[config.mk]
export PLATFORM = sky130hd
export DESIGN_NAME = event_time_interval_histogram_unit
export DESIGN_NICKNAME = d
export VERILOG_FILES = /design/src/design/etih_pkg.sv /design/src/design/event_time_interval_histogram_unit.sv
export SDC_FILE = /design/constraint.sdc
export NUM_CORES = 2
export LEC_CHECK = 0
export BUFFER_PORTS_ARGS = -buffer_cell sky130_fd_sc_hd__buf_2
export CORE_MARGIN = 1.5
export CORE_UTILIZATION = 65
export DETAILED_ROUTE_END_ITERATION = 6
export GPL_TIMING_DRIVEN = 0
export HOLD_SLACK_MARGIN = 0.1
export PLACE_DENSITY = 0.79
export SETUP_SLACK_MARGIN = 0.5
export SYNTH_ARGS = -nofsm -noshare
export SYNTH_HDL_FRONTEND = slang
export SYNTH_SLANG_ARGS = --single-unit
[constraint.sdc]
create_clock -name clk -period 17.6 [get_ports clk]
set_input_delay 3.52 -clock clk [delete_from_list [all_inputs] [get_ports clk]]
set_output_delay 3.52 -clock clk [all_outputs]
set_load 0.01 [all_outputs]
[src/design/etih_pkg.sv]
// Shared types and constants for the event time interval histogram.
// No dependencies; imported by event_time_interval_histogram_unit.
package etih_pkg;

  localparam int TIME_W   = 32;
  localparam int WIDTH_W  = 32;
  localparam int NBINS_W  = 7;
  localparam int COUNT_W  = 24;
  localparam int IDX_W    = 6;
  localparam int CFG_W    = 32;
  localparam int PADDR_W  = 3;

  localparam logic [COUNT_W-1:0] COUNT_MAX = {COUNT_W{1'b1}};

  // register indexes, taken from paddr[2]
  localparam logic REG_BIN_WIDTH   = 1'b0;
  localparam logic REG_BINS_IN_USE = 1'b1;

  localparam logic [WIDTH_W-1:0] WIDTH_RST = 32'd1;
  localparam logic [NBINS_W-1:0] NBINS_RST = 7'd64;

  typedef enum logic [2:0] {
    ST_CLEAR,
    ST_IDLE,
    ST_EVAL,
    ST_WRITE,
    ST_DUMP_RD,
    ST_DUMP_WR
  } etih_state_t;

endpackage

[src/design/event_time_interval_histogram_unit.sv]
// Event time interval histogram: counts ascending timestamps into fixed-width bins.
// Bin counts live in one synchronous RAM; depends on etih_pkg.
//
//  channel  dir  handshake            payload
//  s_*      in   s_tvalid / s_tready  s_tdata = timestamp, s_tlast = last_event
//  m_*      out  m_tvalid / m_tready  m_tdata = bin_index, bin_count; m_tlast = last_bin;
//                                     m_tuser = events_dropped
//  apb      cfg  psel & penable       0x0 bin_width, 0x4 bins_in_use
//
// An ordinary event passes through a RAM read, then a saturating write back, with one
// more evaluation step for each bin boundary the pointer steps over; the 39-bit boundary add sets that.
// An event marked last is followed by a readout that reads and then writes each bin swept, the sweep
// running over the bins in use and any higher bin the pointer reached (cleared as read).
// After reset a clearing pass over all MAX_BINS bins zeroes the RAM; no item is taken then.
// The result register lets the next event in while the final bin still waits on m_tready.
module event_time_interval_histogram_unit
  import etih_pkg::*;
#(
  parameter int MAX_BINS = 64
) (
  input  logic               clk,
  input  logic               rst,
  // input items
  input  logic               s_tvalid,
  output logic               s_tready,
  input  logic [TIME_W-1:0]  s_tdata,   // [31:0] timestamp
  input  logic               s_tlast,   // last_event
  // result items
  output logic               m_tvalid,
  input  logic               m_tready,
  output logic [31:0]        m_tdata,   // [5:0] bin_index, [29:6] bin_count, [31:30] zero
  output logic               m_tlast,   // last_bin
  output logic               m_tuser,   // [0] events_dropped
  // configuration
  input  logic               psel,
  input  logic               penable,
  input  logic               pwrite,
  input  logic [PADDR_W-1:0] paddr,
  input  logic [CFG_W-1:0]   pwdata,
  output logic [CFG_W-1:0]   prdata,
  output logic               pready
);

  localparam int ADDR_W = (MAX_BINS > 1) ? $clog2(MAX_BINS) : 1;
  localparam int CUR_W  = $clog2(MAX_BINS + 1);     // pointer may sit at MAX_BINS
  localparam int MUL_W  = $clog2(MAX_BINS + 2);     // holds pointer + 1
  localparam int END_W  = WIDTH_W + MUL_W;          // bin_width * (pointer + 1)
  localparam int CMP_W  = (CUR_W > NBINS_W) ? CUR_W : NBINS_W;
  localparam logic [ADDR_W-1:0] ADDR_LAST = ADDR_W'(MAX_BINS - 1);

  // ---------------------------------------------------------------- registers
  etih_state_t         state, state_next;
  logic [WIDTH_W-1:0]  bin_width;
  logic [NBINS_W-1:0]  bins_in_use;
  logic [CUR_W-1:0]    cur;          // bin pointer
  logic [END_W-1:0]    bin_end;      // end time of current bin, inclusive
  logic                dropped;
  logic [TIME_W-1:0]   ev_time;
  logic                ev_last;
  logic                do_inc;       // event lands in a bin, not dropped
  logic [ADDR_W-1:0]   sweep;        // clear / readout address
  logic [ADDR_W-1:0]   sweep_last;

  logic [COUNT_W-1:0]  mem [MAX_BINS];
  logic [COUNT_W-1:0]  rd_data;

  logic                out_valid;
  logic [IDX_W-1:0]    out_index;
  logic [COUNT_W-1:0]  out_count;
  logic                out_last;
  logic                out_drop;

  // ---------------------------------------------------------------- decode
  logic [CUR_W-1:0]    n_active;
  logic                step;
  logic                in_acc;
  logic                cfg_wr;
  logic                emit;
  logic                out_free;
  logic [CUR_W-1:0]    cur_clip;
  logic [CUR_W-1:0]    n_last;
  logic [MUL_W-1:0]    cur_p1;

  logic                rd_en, wr_en, out_load;
  logic [ADDR_W-1:0]   rd_addr, wr_addr;
  logic [COUNT_W-1:0]  wr_data;

  // bins in use: 0 acts as 1, above MAX_BINS acts as MAX_BINS
  always_comb begin
    if (bins_in_use == '0) begin
      n_active = CUR_W'(1);
    end else if (CMP_W'(bins_in_use) > CMP_W'(MAX_BINS)) begin
      n_active = CUR_W'(MAX_BINS);
    end else begin
      n_active = CUR_W'(bins_in_use);
    end
  end

  assign step     = (cur < n_active) && (END_W'(ev_time) > bin_end);
  assign in_acc   = s_tvalid && s_tready;
  assign cfg_wr   = psel && penable && pwrite && pready;
  assign emit     = CUR_W'(sweep) < n_active;
  assign out_free = !out_valid || m_tready;
  assign cur_p1   = MUL_W'(cur) + MUL_W'(1);
  assign n_last   = n_active - CUR_W'(1);
  assign cur_clip = (cur > CUR_W'(MAX_BINS - 1)) ? CUR_W'(MAX_BINS - 1) : cur;

  // ---------------------------------------------------------------- next state
  always_comb begin
    state_next = state;
    unique case (state)
      ST_CLEAR:   if (sweep == ADDR_LAST) state_next = ST_IDLE;
      ST_IDLE:    if (in_acc) state_next = ST_EVAL;
      ST_EVAL:    if (!step) state_next = ST_WRITE;
      ST_WRITE: begin
        if (ev_last) begin
          state_next = ST_DUMP_RD;
        end else if (in_acc) begin
          state_next = ST_EVAL;
        end else begin
          state_next = ST_IDLE;
        end
      end
      ST_DUMP_RD: state_next = ST_DUMP_WR;
      ST_DUMP_WR: begin
        if (emit && !out_free) begin
          state_next = ST_DUMP_WR;
        end else if (sweep == sweep_last) begin
          state_next = ST_IDLE;
        end else begin
          state_next = ST_DUMP_RD;
        end
      end
      default:    state_next = ST_IDLE;
    endcase
  end

  // ---------------------------------------------------------------- outputs
  always_comb begin
    s_tready = 1'b0;
    rd_en    = 1'b0;
    rd_addr  = sweep;
    wr_en    = 1'b0;
    wr_addr  = sweep;
    wr_data  = '0;
    out_load = 1'b0;
    unique case (state)
      ST_CLEAR: wr_en = 1'b1;
      ST_IDLE:  s_tready = 1'b1;
      ST_EVAL: begin
        rd_en   = !step && (cur < n_active);
        rd_addr = cur[ADDR_W-1:0];
      end
      ST_WRITE: begin
        s_tready = !ev_last;
        wr_en    = do_inc && (rd_data != COUNT_MAX);
        wr_addr  = cur[ADDR_W-1:0];
        wr_data  = rd_data + COUNT_W'(1);
      end
      ST_DUMP_RD: rd_en = 1'b1;
      ST_DUMP_WR: begin
        wr_en    = 1'b1;                 // zero the bin as it is read out
        out_load = emit && out_free;
      end
      default: ;
    endcase
  end

  // ---------------------------------------------------------------- bin RAM
  always_ff @(posedge clk) begin
    if (wr_en) mem[wr_addr] <= wr_data;
    if (rd_en) rd_data <= mem[rd_addr];
  end

  // ---------------------------------------------------------------- control
  always_ff @(posedge clk) begin
    if (rst) begin
      state       <= ST_CLEAR;
      bin_width   <= WIDTH_RST;
      bins_in_use <= NBINS_RST;
      cur         <= '0;
      bin_end     <= END_W'(WIDTH_RST);
      dropped     <= 1'b0;
      sweep       <= '0;
      out_valid   <= 1'b0;
    end else begin
      state <= state_next;

      if (cfg_wr) begin
        if (paddr[2] == REG_BIN_WIDTH) begin
          bin_width <= pwdata;
          bin_end   <= END_W'(pwdata) * END_W'(cur_p1);
        end else begin
          bins_in_use <= pwdata[NBINS_W-1:0];
        end
      end

      if (out_load) begin
        out_valid <= 1'b1;
      end else if (m_tready) begin
        out_valid <= 1'b0;
      end

      unique case (state)
        ST_CLEAR: sweep <= sweep + ADDR_W'(1);
        ST_EVAL: begin
          if (step) begin
            cur     <= cur + CUR_W'(1);
            bin_end <= bin_end + END_W'(bin_width);
          end else if (cur >= n_active) begin
            dropped <= 1'b1;
          end
        end
        ST_WRITE: sweep <= '0;
        ST_DUMP_WR: begin
          if (!(emit && !out_free)) begin
            if (sweep == sweep_last) begin
              cur     <= '0;                 // rewind for the next run
              bin_end <= END_W'(bin_width);
              dropped <= 1'b0;
            end else begin
              sweep <= sweep + ADDR_W'(1);
            end
          end
        end
        default: ;
      endcase
    end
  end

  // ---------------------------------------------------------------- payload
  always_ff @(posedge clk) begin
    if (in_acc) begin
      ev_time <= s_tdata;
      ev_last <= s_tlast;
    end
    if (state == ST_EVAL && !step) begin
      do_inc <= cur < n_active;
    end
    if (state == ST_WRITE) begin
      // sweep covers the bins in use and any higher bin the pointer reached
      sweep_last <= (cur_clip > n_last) ? cur_clip[ADDR_W-1:0] : n_last[ADDR_W-1:0];
    end
    if (out_load) begin
      out_index <= IDX_W'(sweep);
      out_count <= rd_data;
      out_last  <= (CUR_W'(sweep) == n_last);
      out_drop  <= dropped;
    end
  end

  assign m_tvalid = out_valid;
  assign m_tdata  = {2'b00, out_count, out_index};
  assign m_tlast  = out_last;
  assign m_tuser  = out_drop;

  assign pready = 1'b1;
  assign prdata = (paddr[2] == REG_BINS_IN_USE) ? CFG_W'(bins_in_use) : bin_width;

  // ---------------------------------------------------------------- checks
  a_cur_range: assert property (@(posedge clk) disable iff (rst)
    cur <= CUR_W'(MAX_BINS))
    else $error("bin pointer past MAX_BINS");

  a_step_end: assert property (@(posedge clk) disable iff (rst)
    (state == ST_EVAL && step && !cfg_wr) |=> bin_end == $past(bin_end) + END_W'($past(bin_width)))
    else $error("bin boundary did not advance by one width");

  a_no_take_in_dump: assert property (@(posedge clk) disable iff (rst)
    (state == ST_DUMP_RD || state == ST_DUMP_WR || state == ST_CLEAR) |-> !s_tready)
    else $error("item taken during readout or clearing");

  a_result_source: assert property (@(posedge clk) disable iff (rst)
    $rose(m_tvalid) |-> $past(state) == ST_DUMP_WR)
    else $error("result raised outside readout");

  a_rewind: assert property (@(posedge clk) disable iff (rst)
    (state == ST_DUMP_WR && state_next == ST_IDLE) |=> (cur == '0 && !dropped))
    else $error("run not rewound after readout");

endmodule
# After elaboration in Yosys (flattened, before gate mapping)
# Memories as Yosys holds them, arrays and structs flattened. A register that Yosys moved wholly into a read port is not among the register bits.
# Cells that the tools add are included.
# Widths: inputs -> output; s select.
# word_totals
regBits	168
ram_bits	1536
in_bits	75
output_inout_bits	69
mem_count	1
# mem_list
name	words	width	rd	rd_ports_with_merged_regs	wr	line	text
mem	64	24	1	1	1	event_time_interval_histogram_unit.sv:64	logic [COUNT_W-1:0] mem [MAX_BINS];
# classes
add_sub_neg	5
mul	1
magnitude_cmp	7
eq_ne	17
n_mux	42
bitwise	1
n_reduce_logical	26
# op_table
cell	n
$mux 39	5
$pmux 39 s2	1
$mux 7	6
$add 39x32->39	1
$gt 32x39->1	1
$mul 32x7->39	1
$mux 32	1
$mux 6	5
$add 24x1->24 const B	1
$mux 24	1
$ne 24x24->1 const B	1
$mux 3	6
$pmux 3 s6	1
$pmux 6 s3	1
$ne 2x2->1 const B	8
$pmux 7 s2	1
$logic_and 1x1->1	9
$mux 1	9
$pmux 1 s2	4
$add 7x1->7 const B	1
$eq 6x7->1	1
$ge 7x7->1	1
$gt 7x6->1 const B	1
$gt 7x7->1	1
23 further kinds	31

# Depth between registers and ports, before layout
# depth
word_depth	8
depth_mapped	24

# Worst setup path before layout
# Ideal clock, no wire load.
# synth_timing
path_type	input port to flip-flop
start	input pwdata[5]
end	register bin_end[37]
setup_time_ps	73
t_arrival_ps	8080
t_required_ps	17527
setup_slack_ps	9447
path_stages	20
cell_sequence	and2_1 fa_1 inv_1 fa_1 inv_1 fa_1 inv_1 fa_1 inv_1 ha_1 a21oi_1 o21ai_0 a41oi_2 o211a_2 o311ai_2 a311oi_2 o21ai_1 a21o_1 mux2_1 nor3_2
# synth_via
elab_chain_cells	6
elab_cells_between_ends	7
cone_classes	1 x mul; 6 x mux
# synth_lines
item	line	text
start, declared	event_time_interval_histogram_unit.sv:39	input logic [CFG_W-1:0] pwdata,
$mul 32x7->39 (*)	event_time_interval_histogram_unit.sv:192	bin_end <= END_W'(pwdata) * END_W'(cur_p1);
$mux 39 (*)	event_time_interval_histogram_unit.sv:190	if (paddr[2] == REG_BIN_WIDTH) begin
$mux 39 (*)	event_time_interval_histogram_unit.sv:189	if (cfg_wr) begin
$mux 39	event_time_interval_histogram_unit.sv:217	if (sweep == sweep_last) begin
$mux 39	event_time_interval_histogram_unit.sv:216	if (!(emit && !out_free)) begin
$pmux 39 s2 (*)	event_time_interval_histogram_unit.sv:204	unique case (state)
end signal, assigned	event_time_interval_histogram_unit.sv:192	
end signal, assigned	event_time_interval_histogram_unit.sv:209	bin_end <= bin_end + END_W'(bin_width);
end signal, assigned	event_time_interval_histogram_unit.sv:219	bin_end <= END_W'(bin_width);
end, declared	event_time_interval_histogram_unit.sv:56	logic [END_W-1:0] bin_end;
# Every way passes the cells marked *; elsewhere a longest branch is shown, timed or not.
# A chain may end at the register's enable or synchronous reset.

# Worst setup path in the final report
# layout_timing
start	input paddr[2]
end	output prdata[4]
# layout_via
elab_chain_cells	1
# layout_lines
item	line	text
start, declared	event_time_interval_histogram_unit.sv:38	input logic [PADDR_W-1:0] paddr,
$mux 32	event_time_interval_histogram_unit.sv:258	assign prdata = (paddr[2] == REG_BINS_IN_USE) ? CFG_W'(bins_in_use) : bin_width;
end, declared	event_time_interval_histogram_unit.sv:40	output logic [CFG_W-1:0] prdata,
# Every way passes these cells.

==> impl_metrics.json <==
{
  "outcome": "finished, violations left",
  "violations": "DRC, capacitance limit, slew limit",
  "synthMuxAreaShare": 0.1152,
  "grt_pass1_wl_um": 325200,
  "clockBufferDepth": 3,
  "p_leak_nw": 33.70,
  "setup.worst_path.start_class": "input pin",
  "synthFlopType": "edfxtp_1",
  "clock_latency_ns": 0.83,
  "synth_seq_cells": 1728,
  "initial_core_util": 0.6555,
  "rows": 126,
  "yosysTopAreaCell": "edfxtp_1",
  "syn_avg_cell_area_um2": 16.18,
  "worstMarginPinSlew_ns": 1.515,
  "cts_sinks": 1728,
  "irDropWorstVdd_uv": 120.9,
  "die_w_um": 347.9,
  "synth_fa_ha_area_frac": 0.06231,
  "clk_pin_slew_ns": 0.06,
  "synth_xor_xnor_area_share": 0.01122,
  "yosys-top-cells-area": "edfxtp_1, mux4_2, fa_1, dfxtp_1, ha_1",
  "finish.utilization": 0.7412,
  "async_flop_share": 0,
  "slew_headroom": -0.01715,
  "synth_edf_count": 1632,
  "cts_tree": "built",
  "vias_per_cell": 6.962,
  "synth-simple-area-share": 0.06826,
  "htreeDepth": 4,
  "cts_setup_buffers": 0,
  "hp-class": "reg2reg",
  "hold_slack_ns": 0.4738,
  "cts_root_buffer": "clkbuf_16",
  "cts_made_buffers": 167,
  "antenna_found_initial": 9,
  "power_density_nw_per_um2": 96.55,
  "dp_hpwl_um": 149900,
  "pin_count": 144,
  "synth_seq_area_share": 0.6588,
  "drcViolationCount": 25,
  "worstHoldPathCells": 2,
  "syn2layout_area_growth_pct": 13.07,
  "core_area_um2": 117900,
  "reg2reg_depth": 23,
  "finalClockSkew_ns": 0.06433,
  "final_max_slew_viol_count": 2,
  "nFillCells": 6675,
  "fmax_ghz": 0.1171,
  "synth_warnings": 0,
  "ctsHoldBuffers": 0,
  "ant_nets": 0,
  "arrival_ns": 5.02,
  "chipHeight_um": 347.9,
  "fin_tns_setup_ns": 0,
  "crit_required_ns": 14.08,
  "gp_congestion": 0.9781,
  "drt_iter0_markers": 7388,
  "hold_viol": 0,
  "synth_cells": 4777,
  "final_nets": 5538,
  "via_count": 47654,
  "cp-end-kind": "output pin",
  "dr.pass1.iters": 7,
  "synth_top_family_by_area": "multiplexers",
  "routedWlPerCell_um": 33.12,
  "grt_max_degree": 41,
  "drt_wl_total_um": 226700,
  "die_area_um2": 121000,
  "yosysMostFrequentCell": "edfxtp_1",
  "period_share": 0.4853,
  "synth_top_cell_area_share": 0.6340,
  "synth_area_um2": 77300,
  "rsz0062_at_grt": "false",
  "min_period_ns": 8.541,
  "critPathKind": "in2out",
  "fin_cells": 6845,
  "place_inst": 6534,
  "drive_gt1_frac": 0.1980,
  "drv_cap": 1,
  "cts_resized": 0,
  "setup_viol": 0,
  "critPathMaxFanout": 10,
  "synth.distinct_cells": 79,
  "synth_common_cells": "edfxtp_1, nand2_1, mux4_2",
  "io_buffer_count": 134,
  "grt_pass1_vias": 47952,
  "synth-compound-area-share": 0.05875,
  "gr-usage-all-layers": 0.3793,
  "grt-ovfl-total": 0
}
## state kept, by name, summed over array words and instances, names as in the netlist, 6 cells and up
register	flops
sweep_last	6
ev_time	32
mem	1536
bins_in_use	7
sweep	6
bin_end	39
bin_width	32
cur	7
out_index	6
out_count	24
rd_data	24
## metal layers
| layer | GRT usage | vias to the layer above | routed length (µm) |
|---|---|---|---|
| met1 | 0.4653 | 23963 | 74310 |
| met2 | 0.6018 | 3635 | 106900 |
| met4 | 0.2472 | 16 | 18300 |
| li1 | - | 19164 | - |
| met5 | 0 | - | 137 |
| met3 | 0.09997 | 876 | 27080 |
## worst paths after layout
path,from,end,slack (ns)
max reg2reg,cur[1]$_SDFFE_PP0P_,bin_end[28]$_SDFF_PP0_,9.45
max,paddr[2],prdata[4],9.06
min,bin_end[34]$_SDFF_PP0_,bin_end[34]$_SDFF_PP0_,0.47
min reg2reg,bin_end[34]$_SDFF_PP0_,bin_end[34]$_SDFF_PP0_,0.47
## layout by cell type (no fill, tap or decap), drive strengths merged, types with 9 or more instances in the layout
| cell type | instances |
|---|---|
| nand2 | 459 |
| a21oi | 206 |
| o21a | 11 |
| o21ai | 78 |
| nor2b | 46 |
| a221oi | 11 |
| clkbuf | 375 |
| nand3 | 41 |
| mux4 | 384 |
| fa | 150 |
| nor2 | 179 |
| and2 | 261 |
| nand2b | 10 |
| inv | 209 |
| a22oi | 18 |
| edfxtp | 1632 |
| dfxtp | 96 |
| a211oi | 133 |
| o31ai | 9 |
| xnor2 | 45 |
| o211ai | 9 |
| clkinv | 68 |
| a21o | 53 |
| or3 | 10 |
| mux2 | 10 |
| nand4 | 24 |
| a311oi | 51 |
| a31oi | 58 |
| xor2 | 54 |
| buf | 321 |
| ha | 145 |
| or2 | 12 |
| nor3 | 31 |
| mux2i | 13 |
## where the power goes
group | switching [mW] | total, mW | internal [mW]
Sequential | 0.0123 | 4.47 | 4.46
Clock | 1.60 | 3.54 | 1.94
Combinational | 0.285 | 0.428 | 0.143
## cells by family after synthesis
family,after synthesis
other,2
xor gates and xnor gates,99
and+or+nand+nor,1105
adders and majority gates,295
buffers and inverters,460
muxes,407
DFF,1728
AOI/OAI and AO/OA,681
## area by class of cell
cell class	count	area, µm²	share of cell area
Tap cell	1536	1922	0.02199
Buffer	255	1191	0.01363
Timing Repair Buffer	220	2361	0.02701
Clock inverter	84	853.3	0.009763
Clock buffer	221	4497	0.05145
Inverter	205	769.5	0.008804
Antenna cell	5	12.51	0.0001431
Sequential cell	1728	50930	0.5827
Multi-Input combinational cell	2591	24870	0.2845
## stage by stage
stage | total power [mW] | cell area [µm²] | setup WS, ns
6_report | 8.439 | 87410 | 9.059
5_1_grt | 8.594 | 87390 | 8.976
4_1_cts | 8.424 | 87380 | 9.060
3_5_place_dp | 4.968 | 82030 | 8.526
3_3_place_gp | 4.957 | 79900 | 8.592
2_1_floorplan | 4.808 | 77310 | 9.447
## worst max-delay path, stage by stage
cell	delay [ns]
clkbuf_1	0.43
buf_1	0.50
mux2_2	0.42
buf_2	0.14
Note: power is estimated with default switching activity, not from simulation.
